$ cat src/design/inp_pkg.sv
// Shared types, constants and the character classifier for the integer numeral parser.
// No dependencies.
`default_nettype none

package inp_pkg;

  localparam int unsigned ValueWidth = 64;
  localparam int unsigned CharWidth  = 8;
  localparam int unsigned QueueDepth = 2;
  localparam int unsigned QueuePtrW  = 1;

  // Largest decimal accumulator that may still take one more digit.
  localparam logic [ValueWidth-1:0] DecLimitDiv10 = 64'd922337203685477580;
  localparam logic [3:0]            DecLimitLast  = 4'd7;

  localparam logic [CharWidth-1:0] ChNul   = 8'h00;
  localparam logic [CharWidth-1:0] ChSpace = 8'h20;
  localparam logic [CharWidth-1:0] ChTab   = 8'h09;
  localparam logic [CharWidth-1:0] ChCr    = 8'h0d;
  localparam logic [CharWidth-1:0] ChZero  = 8'h30;
  localparam logic [CharWidth-1:0] ChNine  = 8'h39;
  localparam logic [CharWidth-1:0] ChLowA  = 8'h61;
  localparam logic [CharWidth-1:0] ChLowF  = 8'h66;
  localparam logic [CharWidth-1:0] ChUpA   = 8'h41;
  localparam logic [CharWidth-1:0] ChUpF   = 8'h46;
  localparam logic [CharWidth-1:0] ChLowX  = 8'h78;
  localparam logic [CharWidth-1:0] ChUpX   = 8'h58;
  localparam logic [CharWidth-1:0] ChMinus = 8'h2d;
  localparam logic [CharWidth-1:0] ChPlus  = 8'h2b;

  // Classified character as it travels from front to back.
  typedef struct packed {
    logic       term;
    logic       ws;
    logic       dec;
    logic       hexd;
    logic       zero_ch;
    logic       xch;
    logic       minus;
    logic       plus;
    logic [3:0] hval;
  } inp_cls_t;

  typedef enum logic [6:0] {
    PH_LEAD  = 7'b0000001,
    PH_SIGN  = 7'b0000010,
    PH_ZERO  = 7'b0000100,
    PH_DEC   = 7'b0001000,
    PH_HEX   = 7'b0010000,
    PH_TRAIL = 7'b0100000,
    PH_FAIL  = 7'b1000000
  } inp_phase_t;

  function automatic inp_cls_t inp_classify(input logic [CharWidth-1:0] c);
    inp_cls_t   r;
    logic       is_dec;
    logic       is_lo;
    logic       is_up;
    logic [7:0] off;
    is_dec = (c >= ChZero) && (c <= ChNine);
    is_lo  = (c >= ChLowA) && (c <= ChLowF);
    is_up  = (c >= ChUpA) && (c <= ChUpF);
    r.term    = (c == ChNul);
    r.ws      = (c == ChSpace) || ((c >= ChTab) && (c <= ChCr));
    r.dec     = is_dec;
    r.hexd    = is_dec || is_lo || is_up;
    r.zero_ch = (c == ChZero);
    r.xch     = (c == ChLowX) || (c == ChUpX);
    r.minus   = (c == ChMinus);
    r.plus    = (c == ChPlus);
    if (is_lo) begin
      off = c - ChLowA + 8'd10;
    end else if (is_up) begin
      off = c - ChUpA + 8'd10;
    end else begin
      off = c - ChZero;
    end
    r.hval = off[3:0];
    return r;
  endfunction

endpackage

`default_nettype wire

$ cat src/design/inp_front.sv
// Front end: input handshake and character classification.
// Depends on inp_pkg.
`default_nettype none

module inp_front (
  input  wire logic                       in_valid,
  output logic                            in_ready,
  input  wire logic [inp_pkg::CharWidth-1:0] in_char_code,
  input  wire logic                       q_not_full,
  output logic                            q_push,
  output inp_pkg::inp_cls_t               q_push_data
);
  import inp_pkg::*;

  assign in_ready    = q_not_full;
  assign q_push      = in_valid && q_not_full;
  assign q_push_data = inp_classify(in_char_code);

endmodule

`default_nettype wire

$ cat src/design/inp_queue.sv
// Two-entry queue of classified characters between front and back.
// Depends on inp_pkg.
`default_nettype none

module inp_queue (
  input  wire logic               clk,
  input  wire logic               rst_n,
  input  wire logic               push,
  input  wire inp_pkg::inp_cls_t  push_data,
  input  wire logic               pop,
  output inp_pkg::inp_cls_t       head,
  output logic                    not_empty,
  output logic                    not_full
);
  import inp_pkg::*;

  inp_cls_t               mem_r [QueueDepth];
  logic [QueuePtrW-1:0]   wr_ptr_r, wr_ptr_nxt;
  logic [QueuePtrW-1:0]   rd_ptr_r, rd_ptr_nxt;
  logic [QueuePtrW:0]     cnt_r, cnt_nxt;

  assign not_empty = (cnt_r != '0);
  assign not_full  = (cnt_r != (QueuePtrW+1)'(QueueDepth));
  assign head      = mem_r[rd_ptr_r];

  always_comb begin
    wr_ptr_nxt = push ? wr_ptr_r + 1'b1 : wr_ptr_r;
    rd_ptr_nxt = pop ? rd_ptr_r + 1'b1 : rd_ptr_r;
    cnt_nxt    = cnt_r + (QueuePtrW+1)'(push) - (QueuePtrW+1)'(pop);
  end

  always_ff @(posedge clk) begin
    if (!rst_n) begin
      wr_ptr_r <= '0;
      rd_ptr_r <= '0;
      cnt_r    <= '0;
    end else begin
      wr_ptr_r <= wr_ptr_nxt;
      rd_ptr_r <= rd_ptr_nxt;
      cnt_r    <= cnt_nxt;
    end
  end

  always_ff @(posedge clk) begin
    if (push) begin
      mem_r[wr_ptr_r] <= push_data;
    end
  end

endmodule

`default_nettype wire

$ cat src/design/inp_back.sv
// Back end: numeral parsing state machine, accumulator and result register.
// Depends on inp_pkg.
`default_nettype none

module inp_back (
  input  wire logic                              clk,
  input  wire logic                              rst_n,
  input  wire inp_pkg::inp_cls_t                 head,
  input  wire logic                              q_not_empty,
  output logic                                   q_pop,
  output logic                                   out_valid,
  input  wire logic                              out_ready,
  output logic                                   out_ok,
  output logic signed [inp_pkg::ValueWidth-1:0]  out_value
);
  import inp_pkg::*;

  inp_phase_t             phase_r, phase_nxt;
  logic                   neg_r, neg_nxt;
  logic [ValueWidth-1:0]  acc_r, acc_nxt;
  logic                   nodig_r, nodig_nxt;
  logic                   ovalid_r, ovalid_nxt;
  logic                   ook_r, ook_nxt;
  logic [ValueWidth-1:0]  oval_r, oval_nxt;

  logic                   out_free;
  logic [ValueWidth-1:0]  dec_sum;
  logic                   dec_ovf;
  logic                   good;

  assign out_free = !ovalid_r || out_ready;
  assign q_pop    = q_not_empty && (!head.term || out_free);

  // acc*10 + digit as two shifted copies plus the digit
  assign dec_sum = {acc_r[ValueWidth-4:0], 3'b000} + {acc_r[ValueWidth-2:0], 1'b0}
                 + {{(ValueWidth-4){1'b0}}, head.hval};
  assign dec_ovf = (acc_r >= DecLimitDiv10)
                && ((acc_r > DecLimitDiv10) || (head.hval > DecLimitLast + {3'b000, neg_r}));

  assign good = ((phase_r == PH_ZERO) || (phase_r == PH_DEC) || (phase_r == PH_HEX)
              || (phase_r == PH_TRAIL)) && !nodig_r;

  always_comb begin
    phase_nxt  = phase_r;
    neg_nxt    = neg_r;
    acc_nxt    = acc_r;
    nodig_nxt  = nodig_r;
    ovalid_nxt = ovalid_r && !out_ready;
    ook_nxt    = ook_r;
    oval_nxt   = oval_r;
    if (q_pop) begin
      if (head.term) begin
        ovalid_nxt = 1'b1;
        ook_nxt    = good;
        oval_nxt   = !good ? '0 : (neg_r ? ('0 - acc_r) : acc_r);
        phase_nxt  = PH_LEAD;
        neg_nxt    = 1'b0;
        acc_nxt    = '0;
        nodig_nxt  = 1'b1;
      end else begin
        unique case (phase_r)
          PH_LEAD, PH_SIGN: begin
            if (phase_r == PH_LEAD && head.ws) begin
              phase_nxt = PH_LEAD;
            end else if (phase_r == PH_LEAD && head.minus) begin
              neg_nxt   = 1'b1;
              phase_nxt = PH_SIGN;
            end else if (phase_r == PH_LEAD && head.plus) begin
              phase_nxt = PH_SIGN;
            end else if (head.zero_ch) begin
              nodig_nxt = 1'b0;
              phase_nxt = PH_ZERO;
            end else if (head.dec) begin
              acc_nxt   = dec_sum;
              nodig_nxt = 1'b0;
              phase_nxt = PH_DEC;
            end else begin
              phase_nxt = PH_FAIL;
            end
          end
          PH_ZERO: begin
            if (head.xch) begin
              nodig_nxt = 1'b1;
              phase_nxt = PH_HEX;
            end else if (head.dec) begin
              acc_nxt   = dec_sum;
              nodig_nxt = 1'b0;
              phase_nxt = PH_DEC;
            end else if (head.ws) begin
              phase_nxt = PH_TRAIL;
            end else begin
              phase_nxt = PH_FAIL;
            end
          end
          PH_DEC: begin
            if (head.dec) begin
              if (dec_ovf) begin
                phase_nxt = PH_FAIL;
              end else begin
                acc_nxt   = dec_sum;
                nodig_nxt = 1'b0;
              end
            end else if (head.ws) begin
              phase_nxt = PH_TRAIL;
            end else begin
              phase_nxt = PH_FAIL;
            end
          end
          PH_HEX: begin
            if (head.hexd) begin
              acc_nxt   = {acc_r[ValueWidth-5:0], head.hval};
              nodig_nxt = 1'b0;
            end else if (head.ws) begin
              phase_nxt = PH_TRAIL;
            end else begin
              phase_nxt = PH_FAIL;
            end
          end
          PH_TRAIL: begin
            if (!head.ws) begin
              phase_nxt = PH_FAIL;
            end
          end
          default: begin
            phase_nxt = PH_FAIL;
          end
        endcase
      end
    end
  end

  always_ff @(posedge clk) begin
    if (!rst_n) begin
      phase_r  <= PH_LEAD;
      neg_r    <= 1'b0;
      acc_r    <= '0;
      nodig_r  <= 1'b1;
      ovalid_r <= 1'b0;
    end else begin
      phase_r  <= phase_nxt;
      neg_r    <= neg_nxt;
      acc_r    <= acc_nxt;
      nodig_r  <= nodig_nxt;
      ovalid_r <= ovalid_nxt;
    end
  end

  always_ff @(posedge clk) begin
    ook_r  <= ook_nxt;
    oval_r <= oval_nxt;
  end

  assign out_valid = ovalid_r;
  assign out_ok    = ook_r;
  assign out_value = oval_r;

endmodule

`default_nettype wire

$ cat src/design/integer_numeral_parser.sv
// Top level of the integer numeral parser.
// Depends on inp_pkg, inp_front, inp_queue and inp_back.
//
// Usage:
//   in_*  : one character per word (in_char_code). A zero byte ends the string.
//           Leading blanks, an optional sign, then decimal digits or 0x/0X and
//           hex digits, then optional trailing blanks.
//   out_* : one word per string, sent only at the terminator: out_ok and the
//           signed 64-bit out_value (zero when out_ok is low).
// Throughput: one character per cycle while no terminator waits on a stalled
//   result; per character, one 64-bit multiply-by-ten add and compare.
// Output: an accepted terminator is queued; at the queue head, with the result
//   register free, the back end pops it and registers out_valid and the result.
// Stall: while a result waits on out_ready, the back end keeps working on
//   non-terminator characters; it holds only at the next terminator. The
//   two-word queue keeps in_ready high until it fills.
// Reset: rst_n (synchronous, low) empties the queue, drops out_valid and
//   returns the parser to the leading-blank phase with a cleared value.
`default_nettype none

module integer_numeral_parser (
  input  wire logic                              clk,
  input  wire logic                              rst_n,
  input  wire logic                              in_valid,
  output logic                                   in_ready,
  input  wire logic [inp_pkg::CharWidth-1:0]     in_char_code,
  output logic                                   out_valid,
  input  wire logic                              out_ready,
  output logic                                   out_ok,
  output logic signed [inp_pkg::ValueWidth-1:0]  out_value
);
  import inp_pkg::*;

  logic     q_push;
  inp_cls_t q_push_data;
  logic     q_pop;
  inp_cls_t q_head;
  logic     q_not_empty;
  logic     q_not_full;

  inp_front u_front (
    .in_valid     (in_valid),
    .in_ready     (in_ready),
    .in_char_code (in_char_code),
    .q_not_full   (q_not_full),
    .q_push       (q_push),
    .q_push_data  (q_push_data)
  );

  inp_queue u_queue (
    .clk       (clk),
    .rst_n     (rst_n),
    .push      (q_push),
    .push_data (q_push_data),
    .pop       (q_pop),
    .head      (q_head),
    .not_empty (q_not_empty),
    .not_full  (q_not_full)
  );

  inp_back u_back (
    .clk         (clk),
    .rst_n       (rst_n),
    .head        (q_head),
    .q_not_empty (q_not_empty),
    .q_pop       (q_pop),
    .out_valid   (out_valid),
    .out_ready   (out_ready),
    .out_ok      (out_ok),
    .out_value   (out_value)
  );

endmodule

`default_nettype wire

$ cat config.mk
export PLATFORM = sky130hd
export DESIGN_NAME = integer_numeral_parser
export DESIGN_NICKNAME = d
export VERILOG_FILES = /design/src/design/inp_pkg.sv /design/src/design/inp_front.sv /design/src/design/inp_queue.sv /design/src/design/inp_back.sv /design/src/design/integer_numeral_parser.sv
export SDC_FILE = /design/constraint.sdc
export NUM_CORES = 1
export LEC_CHECK = 0
export BUFFER_PORTS_ARGS = -buffer_cell sky130_fd_sc_hd__buf_4
export CORE_ASPECT_RATIO = 1.2
export CORE_MARGIN = 1
export CORE_UTILIZATION = 41
export DETAILED_ROUTE_END_ITERATION = 8
export REMOVE_ABC_BUFFERS = 1
export SKIP_LAST_GASP = 1
export SLEW_MARGIN = 20
export SYNTH_ARGS = -nofsm -noshare
export SYNTH_HDL_FRONTEND = slang
export SYNTH_SLANG_ARGS = --single-unit
$ cat constraint.sdc
create_clock -name clk -period 6.3 [get_ports clk]
set_input_delay 0.315 -clock clk [delete_from_list [all_inputs] [get_ports clk]]
set_output_delay 0.315 -clock clk [all_outputs]
set_load 0.01 [all_outputs]
== Word level (Yosys, flattened, before mapping) ==
Memory sizes are Yosys's and may differ from the RTL's. A register that Yosys moved wholly into a read port is not among the register bits.
Index checks and enable logic that the tools add are counted.
Operators by class
  add/subtract/negate cells: 13
  equality and inequality tests: 25
  mux-type cells: 49
  reductions and logical operators: 37
  magnitude comparators: 11
Operators by type and width (count)
  $mux W64: 11
  $pmux W64 S4: 1
  $mux W7: 13
  $add A64 B4 Y64: 1
  $add A64 B64 Y64: 1
  $ge A64 B60 Y1 const B: 1
  $gt A64 B60 Y1 const B: 1
  $sub A1 B64 Y64 const A: 1
  $pmux W7 S5: 1
  $eq A8 B6 Y1 const B: 4
  $ne A3 B2 Y1 const B: 10
  $mux W1: 20
  $eq A8 B7 Y1 const B: 2
  $ge A8 B7 Y1 const B: 2
  $le A8 B7 Y1 const B: 2
  $logic_and A1 B1 Y1: 12
  $sub A4 B1 Y4 const B: 3
  $logic_or A1 B1 Y1: 10
  $reduce_and A10 Y1: 1
  $add A4 B4 Y4 const B: 2
  $ge A8 B4 Y1 const B: 1
  $ge A8 B6 Y1 const B: 1
  $le A8 B4 Y1 const B: 1
  $le A8 B6 Y1 const B: 1
  24 further kinds: 32
Storage, ports and cells
  bits in registers: 143
  memories kept: 1
  logic and storage cells: 146
  output and inout bits: 67
  RAM bits: 24
Memories
  u_queue.mem_r: depth 2, width 12, rd ports 1, clocked after Yosys merged registers in 1, wr ports 1, line inp_queue.sv:17  | inp_cls_t mem_r [QueueDepth];

== Logic depth before layout (Yosys ltp) ==
  depth in word-level cells: 9
  depth in mapped cells: 17
  gate-level depth less buffers: 15

== Modules after synthesis ==
From an unflattened synthesis, not the netlist that was laid out.
Unflattened totals
  cell total of the unflattened synthesis: 1563
  area total of the unflattened synthesis: 13361.6 µm²
By module, submodules not included
  inp_back: sequential area each 3433.3 µm², cells an instance 1459, times used 1, area each 11915.2 µm²
  inp_queue: sequential area each 820.8 µm², cells an instance 58, times used 1, area each 1094.8 µm²
  inp_front: sequential area each 0.0 µm², cells an instance 46, times used 1, area each 351.6 µm²

== Worst setup path before layout ==
Ideal clock, no wire load.
  kind: reg-to-reg
  from: reg (tool-made name)
  to: reg u_back.acc_r[40]
  period minus slack after synthesis: 4.370 ns
  slack: 1.930 ns
  required time: 6.226 ns
  cell stages (with the launch flop): 17
  arrival: 4.296 ns
  cell sequence: dfxtp_1 clkbuf_1 buf_1 mux2_2 inv_1 fa_1 fa_1 nor2b_1 o31a_1 o211ai_1 and2_1 o41ai_1 a41o_1 nor3b_1 a2111oi_0 xor2_1 o21ai_0
RTL lines
  to (signal assigned): line inp_back.sv:142  | acc_r <= acc_nxt;
  to (decl): line inp_back.sv:20  | logic [ValueWidth-1:0] acc_r, acc_nxt;

==> flow_summary.html <==
<table>
<tr><th>Metric</th><th>Value</th></tr>
<tr><th colspan="2">Cells and area</th></tr>
<tr><td>Layout Nets</td><td>1727</td></tr>
<tr><td>Area overhead of the layout relative to synthesis</td><td>10.7%</td></tr>
<tr><td>Multi-input logic area</td><td>8340 µm²</td></tr>
<tr><td>Antenna cells</td><td>0</td></tr>
<tr><td>Non-filler instance count after layout</td><td>1993</td></tr>
<tr><td>Design area</td><td>14500 µm²</td></tr>
<tr><td>Fill cell instance count of the final layout</td><td>3116</td></tr>
<tr><td>Ratio of cells with drive above 1 in the final layout</td><td>9.80%</td></tr>
<tr><td>Sequential Area</td><td>4260 µm²</td></tr>
<tr><td>Core Util, Final</td><td>46.2%</td></tr>
<tr><th colspan="2">Synth</th></tr>
<tr><td>Syn Inst Count</td><td>1573</td></tr>
<tr><td>Number of distinct library cell variants in the gate-level netlist after synthesis</td><td>69</td></tr>
<tr><td>Commonest register cell after synthesis</td><td>edfxtp_1</td></tr>
<tr><td>Post-synthesis compound-gate area fraction</td><td>21.1%</td></tr>
<tr><td>Sequential-to-total area share from yosys stat</td><td>32.4%</td></tr>
<tr><td>Mean Syn Cell Area</td><td>8.35 µm²</td></tr>
<tr><td>Share of async-settable or async-resettable flops after synthesis</td><td>0%</td></tr>
<tr><td>Synthesized cell area</td><td>13100 µm²</td></tr>
<tr><td>Mux contribution to synthesized area</td><td>1.60%</td></tr>
<tr><td>Dominant cell type by area after synthesis</td><td>edfxtp_1</td></tr>
<tr><td>Synth Area in Simple Gates</td><td>19.3%</td></tr>
<tr><td>Area share of fa/ha/maj cells after synthesis</td><td>13.1%</td></tr>
<tr><td>Number of enable-type register cells in the synthesized netlist</td><td>89</td></tr>
<tr><td>Post-synthesis xor/xnor area fraction</td><td>8.40%</td></tr>
<tr><td>Synth Warn #</td><td>0</td></tr>
<tr><td>Area share of the largest cell type after synthesis</td><td>20.4%</td></tr>
<tr><td>Dominant cells by area after synthesis</td><td>edfxtp_1 20%, ha_1 13%, dfxtp_1 12%</td></tr>
<tr><td>Combinational family with the most area after synthesis</td><td>compound AO/OA/AOI/OAI gates</td></tr>
<tr><td>Register bit total from synthesis</td><td>168</td></tr>
<tr><th colspan="2">Die</th></tr>
<tr><td>Count of standard-cell rows</td><td>71</td></tr>
<tr><td>Boundary pin count</td><td>79</td></tr>
<tr><td>Overall die width</td><td>165 µm</td></tr>
<tr><td>Initial standard-cell utilization of the core</td><td>41.8%</td></tr>
<tr><td>Die Area</td><td>32700 µm²</td></tr>
<tr><td>Area inside the core boundary</td><td>31400 µm²</td></tr>
<tr><td>Die height</td><td>198 µm</td></tr>
<tr><th colspan="2">Drt</th></tr>
<tr><td>Post-route ant nets</td><td>0</td></tr>
<tr><td>Via density per instance</td><td>5.82</td></tr>
<tr><td>Violation count after the first detailed-routing iteration</td><td>631</td></tr>
<tr><td>Total vias in the final route</td><td>11.6k</td></tr>
<tr><td>Final routed wire length divided by cell count</td><td>17.8 µm</td></tr>
<tr><td>Final WL</td><td>35600 µm</td></tr>
<tr><td>Total iterations of the first detailed-routing run</td><td>7</td></tr>
<tr><td>Post-route DRC violation count</td><td>12</td></tr>
<tr><th colspan="2">Timing</th></tr>
<tr><td>Shortest clock period the worst path allows after layout</td><td>4810 ps</td></tr>
<tr><td>Setup repair after global routing missed its margin</td><td>false</td></tr>
<tr><td>Fin worst setup slack</td><td>1490 ps</td></tr>
<tr><td>Post-route clock skew</td><td>14.2 ps</td></tr>
<tr><td>Setup violations, final</td><td>0</td></tr>
<tr><td>Worst slew pin tran</td><td>1060 ps</td></tr>
<tr><td>Number of slew-limit violations in the final report</td><td>0</td></tr>
<tr><td>Headroom to the max-slew limit</td><td>29.1%</td></tr>
<tr><td>Final hold violation count</td><td>0</td></tr>
<tr><td>Setup_tns</td><td>0 ps</td></tr>
<tr><td>Maximum operating frequency</td><td>208 MHz</td></tr>
<tr><td>Post-Route Hold Slack</td><td>129 ps</td></tr>
<tr><td>Final Cycle Share</td><td>76.4%</td></tr>
<tr><th colspan="2">Power</th></tr>
<tr><td>Overall power</td><td>3.72 mW</td></tr>
<tr><td>Internal</td><td>2.33 mW</td></tr>
<tr><td>Power per unit of standard cell area</td><td>256 nW/µm²</td></tr>
<tr><td>Switching power as a share of total power</td><td>37.5%</td></tr>
<tr><td>Maximum ir drop on the vdd rail</td><td>183 µV</td></tr>
<tr><td>Share of total power in sequential cells</td><td>37.6%</td></tr>
<tr><td>Combinational group share of total power</td><td>33.2%</td></tr>
<tr><td>Switching Power</td><td>1.40 mW</td></tr>
<tr><td>Fraction of power consumed by the clock network</td><td>29.2%</td></tr>
<tr><td>Leakage power of the design</td><td>6.12 nW</td></tr>
<tr><th colspan="2">CTS</th></tr>
<tr><td>Number of CTS-inserted buffers</td><td>17</td></tr>
<tr><td>Number of hold buffers added after cts</td><td>0</td></tr>
<tr><td>Setup Fix Bufs, Post-CTS</td><td>0</td></tr>
<tr><td>Clock latency reported for the late side of the worst-skew pair</td><td>450 ps</td></tr>
<tr><td>Clock input transition at the sequential cells of the worst setup and hold paths</td><td>70 ps</td></tr>
<tr><td>TritonCTS clock tree</td><td>done</td></tr>
<tr><td>Number of buffers on the longest clock path</td><td>2</td></tr>
<tr><td>Count of H-tree levels built during CTS</td><td>4</td></tr>
<tr><td>Clock sink total</td><td>168</td></tr>
<tr><td>Number of gates resized after cts</td><td>0</td></tr>
<tr><td>Clk root buf</td><td>clkbuf_16</td></tr>
<tr><th colspan="2">Placement</th></tr>
<tr><td>Placed Instances</td><td>1961</td></tr>
<tr><td>HPWL after DPL</td><td>26000 µm</td></tr>
<tr><td>Pre-CTS setup slack</td><td>1540 ps</td></tr>
<tr><td>Weighted congestion at the end of routability-driven global placement</td><td>0.938</td></tr>
<tr><td>Input/output buffers</td><td>78</td></tr>
<tr><td>Total cell area at the placement stage</td><td>13900 µm²</td></tr>
<tr><th colspan="2">Critical path</th></tr>
<tr><td>Data required time of the worst path</td><td>6580 ps</td></tr>
<tr><td>Sort of element at the end of the critical path</td><td>flip-flop</td></tr>
<tr><td>Biggest fanout along the worst timing path</td><td>16</td></tr>
<tr><td>Path type of the worst setup path</td><td>reg2reg</td></tr>
<tr><td>Data arrival time of the worst path</td><td>5090 ps</td></tr>
<tr><td>Sort of element at the start of the critical path</td><td>flip-flop</td></tr>
<tr><th colspan="2">Status</th></tr>
<tr><td>Result of the run</td><td>finished, violations left</td></tr>
<tr><td>Violated checks</td><td>design-rule violations</td></tr>
<tr><th colspan="2">Global routing</th></tr>
<tr><td>Antenna violations before repair</td><td>0</td></tr>
<tr><td>Number of global-route vias before repair</td><td>11.2k</td></tr>
<tr><td>Largest net degree at the start of global routing</td><td>72</td></tr>
<tr><td>Total gr overflow</td><td>0</td></tr>
<tr><td>Combined global-route utilization of all metal layers</td><td>22.5%</td></tr>
<tr><td>First-pass GRT wire length</td><td>57700 µm</td></tr>
<tr><th colspan="2">Worst hold path</th></tr>
<tr><td>Path category of the worst min-delay check</td><td>in2reg</td></tr>
<tr><th colspan="2">Flow run</th></tr>
<tr><td>Maximum capacitance violations</td><td>0</td></tr>
</table>
==> power by group through the flow <==
stage          logic (mW)  registers [mW]  clock network (mW)
3_3_place_gp         1.22            1.43                   0
4_1_cts              1.24            1.40                1.11
5_1_grt              1.36            1.42                1.15
2_1_floorplan       0.743            1.46                   0
6_report             1.23            1.40                1.09
3_5_place_dp         1.23            1.43                   0
==> cell families (layout without fill, tap and decap cells) <==
kind of cell / count (synthesis) / after routing
xor+xnor: 126 / 126
fa+ha+maj: 136 / 136
mux: 20 / 20
flops: 168 / 168
simple gates: 533 / 533
buf+inv: 143 / 162
compound gates: 447 / 447
==> final timing paths <==
check | from | end | slack (ps) | cells past startpoint
worst min register to register | u_back.nodig_r | u_back.nodig_r | 500 | 2
worst min-delay path | rst_n | u_back.nodig_r | 130 | 2
worst max-delay path | flip-flop | u_back.acc_r[32] | 1490 | 13
worst max register to register | flip-flop | u_back.acc_r[32] | 1490 | 13
==> cells in the mapped netlist (all sizes together), types with 14 or more instances <==
library cell and instances:
a21o 37, or3 16, a21oi 140, nand2b 16
nor4 14, dfxtp 79, o31ai 23, edfxtp 89
nor3 39, xor2 86, xnor2 40, a22oi 25
or4 15, nor2 171, inv 41, o21ai 125
clkbuf 93, ha 134, nand2 146, nand3 41
nand4 29
==> critical path: stages, from the launching register on <==
cell	delay (ps)
dfxtp_1	800
mux2_2	450
inv_1	70
fa_1	450
fa_1	450
nor2b_1	200
o31a_1	230
o211ai_1	160
and2_1	220
o41ai_1	740
a41oi_1	330
o31ai_1	310
xnor2_1	150
o22ai_1	90
==> routing by layer <==
metal,vias to the layer above,share of wire [%],global-route usage [%]
met4,0,3.6,9.93
li1,5760,-,-
met3,66,4.0,3.16
met5,-,0,0
met2,274,47,37.7
met1,5499,45,28.4
==> state kept, by name, indices dropped and copies added (netlist names), named ones only <==
signal / count
u_back.out_ok: 1
u_back.neg_r: 1
u_queue.wr_ptr_r: 1
u_back.out_value: 64
u_back.out_valid: 1
u_back.acc_r: 64
u_back.phase_r: 7
u_queue.rd_ptr_r: 1
u_queue.cnt_r: 2
u_back.nodig_r: 1
u_queue.mem_r: 24
==> cell type report <==
cell class	instances	share of cell area [%]
clock buffers	17	2.93
clock inverters	15	1.25
inverters	41	1.06
multi-input cells	1262	57.4
flip-flops and latches	168	29.3
well taps	401	3.45
repair buffers	89	4.60
==> layout by cell type, fill, tap and decap left out, types with 8 or more instances in the layout <==
cell type	count
o21a_1	8
mux2_2	8
nand2_1	146
nor3_1	38
xor2_1	86
nor2b_1	8
a21o_1	37
mux2i_1	12
nand3_1	40
o31ai_1	20
o21ai_0	125
nor4_1	11
or4_1	12
dfxtp_1	78
ha_1	134
edfxtp_1	89
or3_1	16
xnor2_1	40
o21bai_1	11
a21oi_1	140
and2_1	10
nand4_1	29
clkbuf_16	17
a31oi_1	12
o211ai_1	12
nor2_1	171
inv_1	40
a22oi_1	25
nand2b_1	16
buf_4	89
(Power assumes the default switching activity.)
